==> src/sv/circle_hex_edge_contact_core_assert.svh <==
// Assertion macros shared by the contact core.
`ifndef CIRCLE_HEX_EDGE_CONTACT_CORE_ASSERT_SVH
`define CIRCLE_HEX_EDGE_CONTACT_CORE_ASSERT_SVH

// Same-cycle implication, sampled on clk, off while arst_n is low.
`define CHEX_ASSERT_NOW(lbl, ante, cons) \
	lbl: assert property (@(posedge clk) disable iff (!arst_n) (ante) |-> (cons)) \
		else $error("contact core assertion failed");

// Next-cycle implication, sampled on clk, off while arst_n is low.
`define CHEX_ASSERT_NEXT(lbl, ante, cons) \
	lbl: assert property (@(posedge clk) disable iff (!arst_n) (ante) |=> (cons)) \
		else $error("contact core assertion failed");

`endif

==> src/sv/chex_pkg.sv <==
// Types and constants of the circle to hex edge contact pipeline.
package chex_pkg;

	localparam int CORNER_REGS = 6;
	localparam int DIV_STEPS   = 30;
	localparam int SQRT_STEPS  = 31;
	localparam int NORM_BITS   = 15;

	typedef enum logic [1:0] {
		MODE_START = 2'd0,
		MODE_END   = 2'd1,
		MODE_FRAC  = 2'd2
	} proj_mode_t;

	typedef struct packed {
		logic               valid;
		logic [62:0]        rem;
		logic [62:0]        den;
		logic [29:0]        quo;
		proj_mode_t         mode;
		logic signed [30:0] ax;
		logic signed [30:0] ay;
		logic signed [31:0] vx;
		logic signed [31:0] vy;
		logic [30:0]        r;
	} div_cell_t;

	typedef struct packed {
		logic        valid;
		logic [60:0] x;
		logic [61:0] res;
		logic        hit;
		logic        sx;
		logic        sy;
		logic [29:0] mx;
		logic [29:0] my;
		logic [30:0] r;
	} sqrt_cell_t;

	typedef struct packed {
		logic        valid;
		logic [45:0] remx;
		logic [45:0] remy;
		logic [30:0] dlen;
		logic [14:0] qx;
		logic [14:0] qy;
		logic        hit;
		logic        sx;
		logic        sy;
		logic [30:0] r;
	} norm_cell_t;

endpackage

==> src/sv/chex_sqrt_cell.sv <==
// One digit step of the integer square root of the squared distance.
module chex_sqrt_cell
	import chex_pkg::*;
#(
	parameter int STEP = 0
)
(
	input  logic       clk,
	input  logic       arst_n,
	input  logic       en,
	input  sqrt_cell_t d_in,
	output sqrt_cell_t d_out
);

	localparam logic [61:0] BIT = 62'(1) << (60 - 2 * STEP);

	sqrt_cell_t  cell_q;
	sqrt_cell_t  nxt;
	logic [61:0] trial;
	logic        take;

	always_comb begin
		trial = d_in.res + BIT;
		take  = {1'b0, d_in.x} >= trial;
		nxt   = d_in;
		if (take) begin
			nxt.x   = d_in.x - trial[60:0];
			nxt.res = (d_in.res >> 1) + BIT;
		end else begin
			nxt.res = d_in.res >> 1;
		end
	end

	always_ff @(posedge clk or negedge arst_n) begin
		if (!arst_n) begin
			cell_q.valid <= 1'b0;
		end else if (en) begin
			cell_q <= nxt;
		end
	end

	assign d_out = cell_q;

endmodule

==> config.mk <==
export PLATFORM = sky130hd
export DESIGN_NAME = chex_sqrt_cell
export DESIGN_NICKNAME = d
export VERILOG_FILES = /design/src/sv/circle_hex_edge_contact_core_assert.svh /design/src/sv/chex_pkg.sv /design/src/sv/chex_sqrt_cell.sv
export SDC_FILE = /design/constraint.sdc
export NUM_CORES = 1
export LEC_CHECK = 0
export ABC_AREA = 1
export BUFFER_PORTS_ARGS = -buffer_cell sky130_fd_sc_hd__buf_4
export CAP_MARGIN = 15
export CORE_AREA = 2 2 173 175
export DETAILED_ROUTE_END_ITERATION = 12
export DIE_AREA = 0 0 175 177
export PLACE_DENSITY_LB_ADDON = 0.05
export REMOVE_ABC_BUFFERS = 1
export SKIP_CTS_REPAIR_TIMING = 1
export SYNTH_ARGS = -nofsm -noshare
export SYNTH_HDL_FRONTEND = slang
export SYNTH_SLANG_ARGS = --single-unit
==> constraint.sdc <==
create_clock -name clk -period 2.2 [get_ports clk]
set_input_delay 0.33 -clock clk [delete_from_list [all_inputs] [get_ports clk]]
set_output_delay 0.33 -clock clk [all_outputs]
set_load 0.005 [all_outputs]
; Yosys cells after proc, flatten, opt, wreduce, memory -nomap -nowiden
; Index checks and enable logic that the tools add are counted.
[classes]
n_reduce_logical = 1
addsub = 3
mux = 2
magnitude_cmp = 1
[ops]
columns = op, n
row1 = $mux W61, 2
row2 = $add A61 B61 Y62 const B, 1
row3 = $add A62 B61 Y62 const B, 1
row4 = $ge A61 B62 Y1, 1
row5 = $sub A61 B61 Y61, 1
row6 = $reduce_and A2 Y1, 1
[totals]
output_inout_bits = 218
reg_bits = 218
inputBits = 221
wordCells = 17

; Logic depth before layout (Yosys ltp)
[logic_depth]
depth_word = 3
ltp_mapped = 18
mapped_depth_nobuf = 17

; Worst setup path after synthesis
; OpenSTA, ideal clock, no wires.
[synth_path]
path_type = input-to-reg
startpoint = input port arst_n
endpoint = register cell_q (netlist bit d_out[0]) (enable)
required_time_ps = 1632
path_slack_ps = -2898
arrival_time_ps = 4529
path_buffers = 0
setup_ps = 568
path_stages = 2
path_cell_list = nand2_1 inv_1
[synth_via]
elab_chain_cells = 1
[synth_rtl]
columns = element, line_no
row1 = "start, declared", chex_sqrt_cell.sv:9  ; input logic arst_n,
row2 = $reduce_and A2 Y1 (no line), -
row3 = "end signal, assigned", chex_sqrt_cell.sv:38  ; cell_q <= nxt;
row4 = "end, declared", chex_sqrt_cell.sv:17  ; sqrt_cell_t cell_q;
; No other way between the ends.
; A chain may end at the register's enable or synchronous reset.

==> metrics.txt <==
cell area after synthesis=roughly 13000 µm²; Max-Slew Margin vs Limit=0.718; RSZ-0062 raised after global routing=yes; antenna-violating nets left=0; Worst Skew=0 ps; sequential-to-total area share from yosys stat=0.487; first-pass GRT wire length=around 76 mm; post-synthesis cell type count=35; setup ws final=-69.1 ps; final hold viol count=0; met1 wire length=approximately 22 mm; total die area=approximately 31000 µm²; Slew @ Worst Pin=about 420 ps; clock sink count=between 200 and 250; Core ar.=approximately 30000 µm²; Worst-Skew Late Latency=between 500 and 600 ps; fin crit share=1.03; hpwl dp=approximately 40 mm; Clock Path Buffers=3; Syn-to-layout area delta=62.1%; Iteration-0 DRC Markers=about 1600; Top Ports=~440; worst-path maximum fanout=34; Die Ht=between 150 and 200 µm; hold path depth=1; Yosys reg bits=about 220; initial antenna violation count=1; crit path kind=in2reg; Final setup viols=4; CTS Buf Count=24; met3 wire length=a little under 5 mm; status=finished with violations; post-route minimum period=2270 ps; CTS tree=built; DR DRC count=0; vias in the first global route=13600; share of layout cells above drive strength 1=0.301; Max Slew Vio Count=0; number of detailed-route iterations in the first pass=6; routed via count=~15000; row count=63; final non-filler cell total=approximately 3000; drt wl/cell=around 20 µm; max-cap violations=0; Critical Path AT=2550 ps; hold crit path type=in2reg; clock-pin transition on the worst setup and hold timing paths=approximately 60 ps; required time of the critical path=about 2500 ps; WHS=around 10 ps; Mapped Cells=between 1500 and 2000; RD Place Congestion=slightly below 1; power density cells=about 600 nW/µm²; Initial Util=0.459; Worst setup SP type=input port; CTS Root Buffer Type=clkbuf_16; peak supply drop=a little under 0.6 mV; GRT Total Usage=0.320; CP Capture Type=register; Avg Cell Area, Syn=between 7 and 8 µm²; warnings from Yosys=0; R2R cell count=1; failing checks=negative setup slack; Final #Nets=2899; H-tree depth=1; number of vias per cell=around 5.0; largest net degree at the start of global routing=66; uppermost layer routed=met4; Largest register FFs=218; gr ovfl total=0; Detail Route met2 WL=29.2 mm; I/O Buffers=roughly 440; # placed instances=~2800; Die Width=between 150 and 200 µm; Pleak=about 0.012 µW; f_max=about 440 MHz; Routed WL=59.5 mm
cell type report:
type,count,area [µm²]
Fill cell,2089,7480
Sequential cell,218,6540
Multi-Input combinational cell,1091,5270
Inverter,407,1540
Clock buffer,31,648
Timing Repair Buffer,874,7080
Tap cell,390,488
Clock inverter,13,195
Antenna cell,1,2.50
cells in the final DEF (no fill, tap or decap), types with 4 or more instances in the layout:
| cell type | count |
|---|---|
| buf_4 | 709 |
| nand2_1 | 637 |
| inv_1 | 397 |
| edfxtp_1 | 217 |
| dlygate4sd3_1 | 153 |
| nand3_1 | 124 |
| nor2_1 | 97 |
| ha_1 | 60 |
| a21oi_1 | 39 |
| xor2_1 | 29 |
| o21ai_1 | 27 |
| clkbuf_16 | 26 |
| nand4_1 | 20 |
| nor2_2 | 11 |
| nor3_1 | 9 |
| buf_12 | 9 |
| inv_2 | 8 |
| nand2_2 | 7 |
| clkbuf_1 | 6 |
| and2_1 | 5 |
| bufinv_16 | 5 |
| o21ai_0 | 4 |
| clkinv_1 | 4 |
per-layer routing:
layer  global-route usage  vias to the layer above
met2                0.578                      905
met4               0.0944                        0
li1                     -                     7154
met5                    0                        -
met3               0.0490                      184
met1                0.395                     6992
cell families (layout without fill, tap and decap cells):
kind of cell / Yosys count / after routing / share of synthesized area
compound gates: 75 / 75 / 0.0289
xor+xnor: 31 / 31 / 0.0202
fa+ha+maj: 62 / 62 / 0.0584
buf+inv: 423 / 1325 / 0.122
flops: 218 / 218 / 0.487
mux: 1 / 1 / 0.000839
other cells: 0 / 1 / 0
simple gates: 922 / 922 / 0.282
power by group:
part	switching (µW)	internal, µW
Sequential	127	4940
Combinational	1950	1830
Clock	1810	2670
Total	3890	9440
path summary, 6_finish.rpt:
path                            startpoint         end  slack, ps
worst min register to register  d_out[217]  d_out[217]        560
worst min-delay path              d_in[95]   d_out[94]         10
min in group asynchronous           arst_n  d_out[217]        120
worst max register to register  d_out[217]  d_out[217]       1430
max in group asynchronous           arst_n  d_out[217]       1980
worst max-delay path             d_in[119]  d_out[188]        -70
synth_stat cells (all sizes together):
cell type  instances  area share
nand2            644        0.18
inv              406        0.11
edfxtp           217        0.49
nand3            127       0.049
nor2             110       0.033
ha                61       0.057
a21oi             39       0.015
o21ai             31       0.012
xor2              29       0.019
nand4             20      0.0093
buf               16      0.0082
nor3              12      0.0061
and2               5      0.0023
and3               2     0.00093
nor4               2     0.00093
o21bai             2      0.0011
xnor2              2      0.0013
a21boi             1     0.00056
a21o               1     0.00056
clkinv             1     0.00028
dfrtp              1      0.0019
fa                 1      0.0015
mux2               1     0.00084
o21a               1     0.00056
through the flow:
step | TNS (ps) | cell area, µm² | setup slack (ps) | utilization | total power, µW
3_3_place_gp | -24190 | 19300 | -443 | 0.659 | 8390
2_1_floorplan | -648740 | 13300 | -2900 | - | 6530
6_report | -162 | 21800 | -69.1 | 0.744 | 13300
3_5_place_dp | -31450 | 19300 | -571 | 0.659 | 8460
5_1_grt | -1310 | 21800 | -113 | 0.744 | 13800
4_1_cts | -72.0 | 20100 | -23.3 | 0.688 | 12900
worst max-delay path, cell delays in order:
cell and delay [ps]:
buf_4 90, inv_1 40, ha_1 350, nand2_1 150, buf_4 170, nor2_2 140
inv_2 80, nor2_4 130, nand2_1 100, nor3_2 130, nand3_1 120, and3_1 190
buf_12 180, nand3_1 180, nand2_1 110
Power figures use the tool's default switching activity.
