[src/sv/circle_hex_edge_contact_core_assert.svh]
// Assertion macros shared by the contact core.
`ifndef CIRCLE_HEX_EDGE_CONTACT_CORE_ASSERT_SVH
`define CIRCLE_HEX_EDGE_CONTACT_CORE_ASSERT_SVH

// Same-cycle implication, sampled on clk, off while arst_n is low.
`define CHEX_ASSERT_NOW(lbl, ante, cons) \
	lbl: assert property (@(posedge clk) disable iff (!arst_n) (ante) |-> (cons)) \
		else $error("contact core assertion failed");

// Next-cycle implication, sampled on clk, off while arst_n is low.
`define CHEX_ASSERT_NEXT(lbl, ante, cons) \
	lbl: assert property (@(posedge clk) disable iff (!arst_n) (ante) |=> (cons)) \
		else $error("contact core assertion failed");

`endif

[src/sv/chex_pkg.sv]
// Types and constants of the circle to hex edge contact pipeline.
package chex_pkg;

	localparam int CORNER_REGS = 6;
	localparam int DIV_STEPS   = 30;
	localparam int SQRT_STEPS  = 31;
	localparam int NORM_BITS   = 15;

	typedef enum logic [1:0] {
		MODE_START = 2'd0,
		MODE_END   = 2'd1,
		MODE_FRAC  = 2'd2
	} proj_mode_t;

	typedef struct packed {
		logic               valid;
		logic [62:0]        rem;
		logic [62:0]        den;
		logic [29:0]        quo;
		proj_mode_t         mode;
		logic signed [30:0] ax;
		logic signed [30:0] ay;
		logic signed [31:0] vx;
		logic signed [31:0] vy;
		logic [30:0]        r;
	} div_cell_t;

	typedef struct packed {
		logic        valid;
		logic [60:0] x;
		logic [61:0] res;
		logic        hit;
		logic        sx;
		logic        sy;
		logic [29:0] mx;
		logic [29:0] my;
		logic [30:0] r;
	} sqrt_cell_t;

	typedef struct packed {
		logic        valid;
		logic [45:0] remx;
		logic [45:0] remy;
		logic [30:0] dlen;
		logic [14:0] qx;
		logic [14:0] qy;
		logic        hit;
		logic        sx;
		logic        sy;
		logic [30:0] r;
	} norm_cell_t;

endpackage

[src/sv/chex_norm_cell.sv]
// One quotient bit of both normal components, divided by the distance.
module chex_norm_cell
	import chex_pkg::*;
#(
	parameter int SHIFT = 0
)
(
	input  logic       clk,
	input  logic       arst_n,
	input  logic       en,
	input  norm_cell_t d_in,
	output norm_cell_t d_out
);

	norm_cell_t  cell_q;
	norm_cell_t  nxt;
	logic [45:0] dsh;
	logic        take_x;
	logic        take_y;

	always_comb begin
		dsh    = 46'(d_in.dlen) << SHIFT;
		take_x = d_in.remx >= dsh;
		take_y = d_in.remy >= dsh;
		nxt    = d_in;
		if (take_x) begin
			nxt.remx      = d_in.remx - dsh;
			nxt.qx[SHIFT] = 1'b1;
		end
		if (take_y) begin
			nxt.remy      = d_in.remy - dsh;
			nxt.qy[SHIFT] = 1'b1;
		end
	end

	always_ff @(posedge clk or negedge arst_n) begin
		if (!arst_n) begin
			cell_q.valid <= 1'b0;
		end else if (en) begin
			cell_q <= nxt;
		end
	end

	assign d_out = cell_q;

endmodule

[config.mk]
export PLATFORM = sky130hd
export DESIGN_NAME = chex_norm_cell
export DESIGN_NICKNAME = d
export VERILOG_FILES = /design/src/sv/circle_hex_edge_contact_core_assert.svh /design/src/sv/chex_pkg.sv /design/src/sv/chex_norm_cell.sv
export SDC_FILE = /design/constraint.sdc
export NUM_CORES = 1
export LEC_CHECK = 0
export ABC_AREA = 1
export BUFFER_PORTS_ARGS = -buffer_cell sky130_fd_sc_hd__buf_2
export CAP_MARGIN = 10
export CELL_PAD_IN_SITES_DETAIL_PLACEMENT = 1
export CELL_PAD_IN_SITES_GLOBAL_PLACEMENT = 2
export CORE_ASPECT_RATIO = 1.2
export CORE_MARGIN = 4
export CORE_UTILIZATION = 29
export CTS_BUF_LIST = sky130_fd_sc_hd__clkbuf_16
export DETAILED_ROUTE_END_ITERATION = 8
export PLACE_DENSITY = 0.79
export SLEW_MARGIN = 25
export SYNTH_ARGS = -nofsm -noshare
export SYNTH_HDL_FRONTEND = slang
export SYNTH_SLANG_ARGS = --single-unit
[constraint.sdc]
create_clock -name clk -period 1 [get_ports clk]
set_clock_uncertainty 0.2 [all_clocks]
set_input_delay 0.25 -clock clk [delete_from_list [all_inputs] [get_ports clk]]
set_output_delay 0.25 -clock clk [all_outputs]
set_load 0.02 [all_outputs]
======== Yosys cells after proc, flatten, opt, wreduce, memory -nomap -nowiden ========
Index checks and enable logic that the tools add are counted.
word-level totals
  flip-flop bits (word level) ............. 188
  output and inout bits ................... 188
  logic and storage cells ................. 19
operators by class
  add/sub/neg operators ................... 2
  magnitude comparators ................... 2
  muxes and demuxes ....................... 2
  reductions and logical operators ........ 1
operators with widths
  operator           number
  $ge A46 B31 Y1     2
  $mux W46           2
  $sub A46 B31 Y46   2
  $reduce_and A2 Y1  1

======== Logic depth before layout (Yosys ltp) ========
Gate-level depths: netlist of run 1.
  word-level depth ........................ 2
  mapped depth ............................ 17
  mapped depth without buffers ............ 16

======== Worst setup path before layout of run 1 ========
Ideal clock, no wire load.
  path kind ............................... input -> register
  from .................................... in arst_n
  to ...................................... reg cell_q, in the netlist d_out[0], enable pin
  library setup time ...................... 0.539 ns
  arrival ................................. 3.877 ns
  required time ........................... 0.261 ns
  path slack .............................. -3.616 ns
  cell stages on the path ................. 2
  path through ............................ nand2_1 > inv_1
between the ends
  longest elaborated chain between the ends .. 1
RTL lines
  element                      RTL line              source
  start: declaration           chex_norm_cell.sv:9   input logic arst_n,
  $reduce_and A2 Y1 (no line)  n/a
  end signal: assignment       chex_norm_cell.sv:40  cell_q <= nxt;
  end: declaration             chex_norm_cell.sv:15  norm_cell_t cell_q;
No other way between the ends.
A chain may end at the register's enable or synchronous reset.

==> impl_results.md, run 1 <==
* Total GRT Usage at 27.22%
* Clk pin slew, worst setup/hold paths at 0.10 ns
* Leak Pwr at 12.55 nW
* Die footprint at 51740 µm²
* Finished Cell Area at 24910 µm²
* Final hold vios at 8
* Layout cells sized above 1 at 39.57%
* Fmax at 428.9 MHz
* Drt drc at 0
* Final setup viols at 284
* Crit path DAT at 2.35 ns
* Final std cells w/o fill at 3635
* Post-DR vias/cell at 4.728
* Worst-path cell chain: buf_8, clkinvlp_4, buf_6, fa_2, nand3_2, nand3_2, nand2_2, nand2_4, nand2_4, nand2_4, nand2_2, nand2_2, nand2_4, nand2_8, buf_12, buf_16, nand2_1, nand2_1
* Vias in the first global route at 18543
* Worst slack, placed at -1.775 ns
* GP Congestion at 0.9206
* DR WL/cell at 21.62 µm
* Rows at 87
* Layout area overhead at 78.38%
* CTS Sinks at 188
* Most used cell, CP: nand2_4
* R2R cell count at 1
* Worst-Skew Late Latency at 0.49 ns
* Area after DPL at 19750 µm²
* Post-synth ARST share at 0.5319%
* CTS tree: yes
* WL met2 at 43670 µm
* FF+latch count, synth at 188
* Ys Warns at 0
* Number of flops mapped to enable cells by yosys at 187
* Register Area at 5642 µm²
* Status: finished, violations left
* CP max stage delay at 0.38 ns
* Worst slew pin tran at 0.3382 ns
* CORE AREA at 47350 µm²
* Final worst slack at -1.332 ns
* Routed wl met3 at 2426 µm
* Overall routed net length at 78580 µm
* CP max-delay cell: fa_2
* Worst Path Required at 1.02 ns
* RSZ-0062 raised after global routing: yes
* Iteration-0 DRC Markers at 737
* Worst-path fanout max at 9
* Max VDD drop at 1.130 mV
* Hold_buf cts at 150
* R2R Setup Slk at 0.01 ns
* DIE HEIGHT at 248.4 µm
* Mapped Avg Cell Area at 6.961 µm²
* Clock Path Buffers at 2
* Hold Path Stages at 2
* Port-buffer cells at 378
* Final setup TNS at -203.79 ns
* CTS buffer count at 17
* Via count at 17186
* Rel. slew slack at 77.28%
* Fillcell total at 5892
* Clock period minus worst slack at 2.332 ns
* M1 wire length at 27980 µm
* Initial antenna violation count at 4
* Power per cell area at 1131 nW/µm²
* Final HPWL DP at 56030 µm
* Global-route wire length before repair at 107300 µm
* Effective utilization at floorplan at 29.49%
* Root Driver: clkbuf_16
* CP Class: in2reg
* Synth Cell Area at 13960 µm²
* Max-cap violations at 0
* Max reg flops at 188
* Routed Antenna Nets at 0
* Most used DFF post-synth: edfxtp_1
* Slew Limit Fails at 0
* Area of the multi-input gates at 8164 µm²
* Die width at 208.3 µm
* Failing checks: hold timing, setup timing
* # IOs at 379
* Critical path capture point type: flop
* Highest metal used: met4
* Drt pass-1 iters at 5
* Fin crit share at 233.2%
* H-tree lvl count at 4
* Cell count after placement at 3396
* Worst hold path type: in2reg
* Register area share after synthesis at 40.39%
* Grt total ovfl at 0
* Largest net degree at the start of global routing at 32
* Crit path launch type: primary input
* Nets at 3249
* Fin Hold WS at -0.1742 ns
* Syn Nets at 2261
* Post-Syn Instances at 2006
* Post-synthesis cell type count at 33
## per-stage QoR
step	power, mW	hold WS (ns)	utilization, %
4_1_cts	26.58	-0.1993	48.45
3_5_place_dp	18.33	-0.1246	41.71
2_1_floorplan	13.94	-0.2456	-
6_report	28.16	-0.1742	52.60
5_1_grt	29.42	-0.1879	52.60
3_3_place_gp	18.13	-0.1309	41.71
## worst max-delay path, delay by kind of cell
family	cells	cell delay, ns
adder cells (fa/ha/maj)	1	0.38
buffers and inverters	5	0.72
AND/OR/NAND/NOR	12	0.99
## area by class of cell
cell class,count,share of cell area (%)
clock buffer,17,1.708
timing repair buffer,982,32.70
sequential,188,22.65
antenna,5,0.05023
clock inverter,15,0.7636
inverter,401,6.219
multi-input combinational,1404,32.78
tap,623,3.130
## synthesized netlist by cell type (3+ instances only)
master / count / area (µm²)
a21oi_1: 31 / 155.2
a21oi_2: 25 / 219.0
and2_1: 9 / 56.30
buf_6: 14 / 157.7
edfxtp_1: 187 / 5615
ha_1: 62 / 775.7
inv_1: 390 / 1464
inv_2: 9 / 33.78
nand2_1: 877 / 3292
nand2_2: 11 / 68.82
nand3_1: 103 / 515.5
nand3_2: 3 / 30.03
nand4_1: 28 / 175.2
nor2_1: 162 / 608.1
nor2_2: 11 / 68.82
nor2_4: 5 / 56.30
nor3_1: 14 / 70.07
nor4_1: 3 / 18.77
o21a_1: 3 / 22.52
o21ai_0: 4 / 20.02
xor2_1: 37 / 324.1
## path summary, 6_finish.rpt
path | startpoint | endpoint
worst max-delay path | d_in[65] | d_out[157]
worst min-delay path | d_in[49] | d_out[49]
worst max register to register | d_out[187] | d_out[187]
worst min register to register | d_out[187] | d_out[187]
max in group asynchronous | arst_n | d_out[187]
min in group asynchronous | arst_n | d_out[187]
## metal layers
| metal | GRT usage, % | vias to the layer above |
|---|---|---|
| met3 | 2.973 | 217 |
| li1 | - | 8163 |
| met1 | 28.73 | 8337 |
| met2 | 55.16 | 469 |
| met5 | 0 | - |
| met4 | 10.07 | 0 |
## power breakdown
part           switching, mW  internal [mW]
sequential             0.359           9.51
clock                   4.04           3.41
combinational           6.03           4.82
## kinds of logic after synthesis
group	synth area share (%)
and+or+nand+nor	36.29
buffers and inverters	11.91
DFF	40.39
AOI/OAI and AO/OA	3.038
adders and majority gates	5.842
xor gates and xnor gates	2.446
muxes	0.08064
## timing repair
| item | 4_1_cts | 5_1_grt |
|---|---|---|
| cloned | 7 | 4 |
| pin swaps | 21 | 46 |
| setup buffers | 22 | 19 |
| hold endpoints to repair | 160 | 11 |
| setup endpoints to repair | 282 | 284 |
| gates resized for setup | 169 | 461 |
## cells in the final DEF (no fill, tap or decap), drive strengths merged, types with 9 or more instances in the layout
| master | netlist | final |
|---|---|---|
| inv | 399 | 402 |
| nand4 | 29 | 29 |
| clkbuf | 0 | 20 |
| dlygate4sd3 | 0 | 150 |
| and2 | 9 | 9 |
| xor2 | 37 | 37 |
| a21oi | 56 | 56 |
| nand2 | 890 | 891 |
| ha | 62 | 62 |
| nand3 | 106 | 106 |
| edfxtp | 187 | 187 |
| nor3 | 15 | 15 |
| nor2 | 178 | 178 |
| buf | 14 | 829 |
Note: power is estimated with default switching activity, not from simulation.
==> run 2, diff against run 1 <==
--- a/config.mk
+++ b/config.mk
@@ -5,17 +5,16 @@
 export SDC_FILE = /design/constraint.sdc
 export NUM_CORES = 1
 export LEC_CHECK = 0
-export ABC_AREA = 1
 export BUFFER_PORTS_ARGS = -buffer_cell sky130_fd_sc_hd__buf_2
 export CAP_MARGIN = 10
 export CELL_PAD_IN_SITES_DETAIL_PLACEMENT = 1
 export CELL_PAD_IN_SITES_GLOBAL_PLACEMENT = 2
 export CORE_ASPECT_RATIO = 1.2
 export CORE_MARGIN = 4
-export CORE_UTILIZATION = 29
+export CORE_UTILIZATION = 31
 export CTS_BUF_LIST = sky130_fd_sc_hd__clkbuf_16
 export DETAILED_ROUTE_END_ITERATION = 8
-export PLACE_DENSITY = 0.79
+export PLACE_DENSITY = 0.78
 export SLEW_MARGIN = 25
 export SYNTH_ARGS = -nofsm -noshare
 export SYNTH_HDL_FRONTEND = slang
==> run 2 against run 1 <==
Against the previous run: the run still ends with hold timing, setup timing left; global-route usage down 0.96 points; first-iteration DRC count up 1.6%; maximum frequency down 16%; final cell count down 37%; combinational power down 8%; critical endpoint is now d_out[140]; highest routed layer is now met5.
==> impl_results.md, run 2 <==
* Status: finished, violations left (unchanged)
* Failing checks: hold timing, setup timing (unchanged)
* Layout area overhead at 97.79% (was 78.38%)
* Rows at 74 (was 87)
* Crit path launch type: primary input (unchanged)
* Fillcell total at 3489 (was 5892)
* GP Congestion at 0.8649 (was 0.9206)
* Register area share after synthesis at 52.75% (was 40.39%)
* Root Driver: clkbuf_16 (unchanged)
* Worst hold path type: in2reg (unchanged)
* Rel. slew slack at 59.29% (was 77.28%)
* Most used DFF post-synth: edfxtp_1 (unchanged)
* Power per cell area at 1280 nW/µm² (was 1131 nW/µm²)
* Overall routed net length at 56470 µm (was 78580 µm)
* R2r startpoint: d_out[187] (unchanged)
* Port-buffer cells at 378 (unchanged)
* RSZ-0062 raised after global routing: yes (unchanged)
* Synth top area share at 52.52% (was 40.22%)
* R2R cell count at 2 (was 1)
* # IOs at 379 (unchanged)
* Number of flops mapped to enable cells by yosys at 187 (unchanged)
* Worst Hold Launch: d_in[168] (was d_in[49])
* Post-synth ARST share at 0.5319% (unchanged)
* Syn Nets at 1214 (was 2261)
* Hold Path Sink: d_out[168] (was d_out[49])
* DR WL/cell at 24.61 µm (was 21.62 µm)
* Crit path DAT at 2.80 ns (was 2.35 ns)
* Worst-Skew Late Latency at 0.46 ns (was 0.49 ns)
* CTS Sinks at 188 (unchanged)
* Iteration-0 DRC Markers at 749 (was 737)
* Routed Antenna Nets at 0 (unchanged)
* Clock period minus worst slack at 2.791 ns (was 2.332 ns)
* Reg power frac at 36.6% (was 35.0%)
* Most common cell after layout, fill and taps aside: buf_4 (was nand2_1)
* Max-cap violations at 0 (unchanged)
* Clk pin slew, worst setup/hold paths at 0.08 ns (was 0.10 ns)
* Most common cell in the netlist: edfxtp_1 (was nand2_1)
* Slew Limit Fails at 0 (unchanged)
* DIE HEIGHT at 211.5 µm (was 248.4 µm)
* Die width at 177.5 µm (was 208.3 µm)
* CTS buffer count at 17 (unchanged)
* Leak Pwr at 8.823 nW (was 12.55 nW)
* Hold Path Stages at 3 (was 2)
* Comb pwr share at 36.7% (was 38.5%)
* Effective utilization at floorplan at 31.38% (was 29.49%)
* CP startpoint: d_in[72] (was d_in[65])
* Area leader, netlist: edfxtp_1 (unchanged)
* Total GRT Usage at 26.26% (was 27.22%)
* Layout cells sized above 1 at 59.10% (was 39.57%)
* Max VDD drop at 1.253 mV (was 1.130 mV)
* Switching Share at 33.65% (was 37.00%)
* Drt pass-1 iters at 5 (unchanged)
* Grt total ovfl at 0 (unchanged)
* H-tree lvl count at 4 (unchanged)
* Initial antenna violation count at 16 (was 4)
* CP Class: in2reg (unchanged)
* Mapped Avg Cell Area at 11.15 µm² (was 6.961 µm²)
* R2R Setup Slk at -0.12 ns (was 0.01 ns)
* Die footprint at 37540 µm² (was 51740 µm²)
* Nets at 2071 (was 3249)
* Worst Path Required at 1.01 ns (was 1.02 ns)
* Global-route wire length before repair at 74600 µm (was 107300 µm)
* Drt drc at 0 (unchanged)
* Largest net degree at the start of global routing at 53 (was 32)
* FF+latch count, synth at 188 (unchanged)
* Fin Hold WS at -0.1120 ns (was -0.1742 ns)
* Via count at 11772 (was 17186)
* Total power at 27.07 mW (was 28.16 mW)
* P_int at 17.96 mW (was 17.74 mW)
* Worst-path fanout max at 6 (was 9)
* Final setup TNS at -241.03 ns (was -203.79 ns)
* Post-synth top cells: edfxtp_1, nand2_1, o21ai_0, a21oi_1, ha_1 (was nand2_1, inv_1, edfxtp_1, nor2_1, nand3_1)
* Critical path capture point type: flop (unchanged)
* Vias in the first global route at 12637 (was 18543)
* Worst R2R End: d_out[187] (unchanged)
* Worst slew pin tran at 0.6042 ns (was 0.3382 ns)
* Final worst slack at -1.791 ns (was -1.332 ns)
* Synth Cell Area at 10690 µm² (was 13960 µm²)
* Final hold vios at 48 (was 8)
* Top cells by area, synth: edfxtp_1, ha_1, o21ai_0 (was edfxtp_1, nand2_1, inv_1)
* Ys Warns at 0 (unchanged)
* Max reg flops at 188 (unchanged)
* Post-synthesis cell type count at 78 (was 33)
* CORE AREA at 34070 µm² (was 47350 µm²)
* Post-Syn Instances at 959 (was 2006)
* Commonest non-fill, non-tap cells in the layout: buf_4, buf_6, edfxtp_1, buf_2, dlygate4sd3_1 (was nand2_1, buf_4, inv_1, buf_2, edfxtp_1)
* Fin crit share at 279.1% (was 233.2%)
* Post-DR vias/cell at 5.129 (was 4.728)
* Clock Path Buffers at 2 (unchanged)
* CTS tree: yes (unchanged)
* Clk network pwr share at 26.7% (was 26.5%)
* Util after Layout at 62.07% (was 52.60%)
* NetSw at 9.108 mW (was 10.42 mW)
* Final HPWL DP at 36040 µm (was 56030 µm)
* Final setup viols at 284 (unchanged)
* Fmax at 358.3 MHz (was 428.9 MHz)
==> run 2: changes by cell type in the layout (fill, tap and decap cells not counted), sizes merged, moves of 46 or more <==
cell,delta
buf,-62
nand2,-791
inv,-356
xnor2,+46
nand3,-90
nor2,-132
o21ai,+86
==> run 2: repair_timing <==
action | in CTS | in global routing
cloned | 7 | 1
endpoints found under the setup margin | 282 | 284
resized for setup | 414 | 336
buffers inserted | 37 | 30
hold endpoints to repair | 172 | 56
hold buffers | 109 | 1
pin swaps | 86 | 79
==> run 2: worst max-delay path: stages <==
cell	delay (ns)
buf_2	0.14
inv_4	0.06
ha_4	0.28
nand4_1	0.20
o211ai_2	0.15
a31o_2	0.21
o31ai_4	0.08
o41a_1	0.37
o21a_4	0.26
buf_6	0.13
nor4_4	0.32
o311ai_2	0.18
xnor2_1	0.16
==> run 2: layout make-up <==
| class | count | area, µm² | area share, % |
|---|---|---|---|
| Antenna cell | 10 | 25.02 | 0.1183 |
| Clock buffer | 17 | 425.4 | 2.011 |
| Clock inverter | 15 | 196.4 | 0.9288 |
| Inverter | 44 | 231.5 | 1.094 |
| Multi-Input combinational cell | 688 | 6472 | 30.60 |
| Sequential cell | 188 | 5642 | 26.68 |
| Tap cell | 456 | 570.5 | 2.698 |
| Timing Repair Buffer | 877 | 7586 | 35.87 |
==> run 2: how the worst max path moves through the flow <==
stage / to / slack, ns
after floorplan: d_out[135] / -1.95
after global placement: d_out[140] / -2.36
after detailed placement: d_out[140] / -2.45
after CTS: d_out[168] / -1.66
after global routing: d_out[140] / -1.83
final: d_out[140] / -1.79
==> run 2: routing by layer <==
| layer | up-vias | wire (µm) | global-route usage (%) | share of wire [%] |
|---|---|---|---|---|
| met5 | - | 84 | 0 | 0.15 |
| met4 | 12 | 2878 | 13.23 | 5.1 |
| met3 | 140 | 2960 | 5.215 | 5.2 |
| met2 | 470 | 30720 | 49.24 | 54 |
| met1 | 5819 | 19820 | 27.68 | 35 |
| li1 | 5331 | - | - | - |
==> run 2: metrics by stage <==
step	instance area (µm²)	std cells	worst slack, ns
floorplan	11130	959	-1.952
global placement	15800	2078	-2.363
detailed placement	15800	2078	-2.454
CTS	19630	2260	-1.662
global route	21150	2295	-1.827
finish	21150	2295	-1.791
==> run 2: cell families (layout without fill, tap and decap cells) <==
group | after synthesis | count (layout) | synth area share, %
other | 0 | 10 | 0
buffers and inverters | 83 | 953 | 3.194
adders and majority gates | 64 | 64 | 7.629
and+or+nand+nor | 263 | 263 | 12.53
DFF | 188 | 188 | 52.75
muxes | 7 | 7 | 0.7138
xor gates and xnor gates | 86 | 86 | 7.044
AOI/OAI and AO/OA | 268 | 268 | 16.14
==> run 2: power by group through the flow <==
stage	Clock, mW	Combinational [mW]	Sequential (mW)
after CTS	7.22	8.50	9.77
after global routing	7.64	10.5	9.94
final	7.22	9.94	9.90
after detailed placement	0	7.03	9.86
after floorplan	0	2.76	10.7
after global placement	0	6.90	9.83
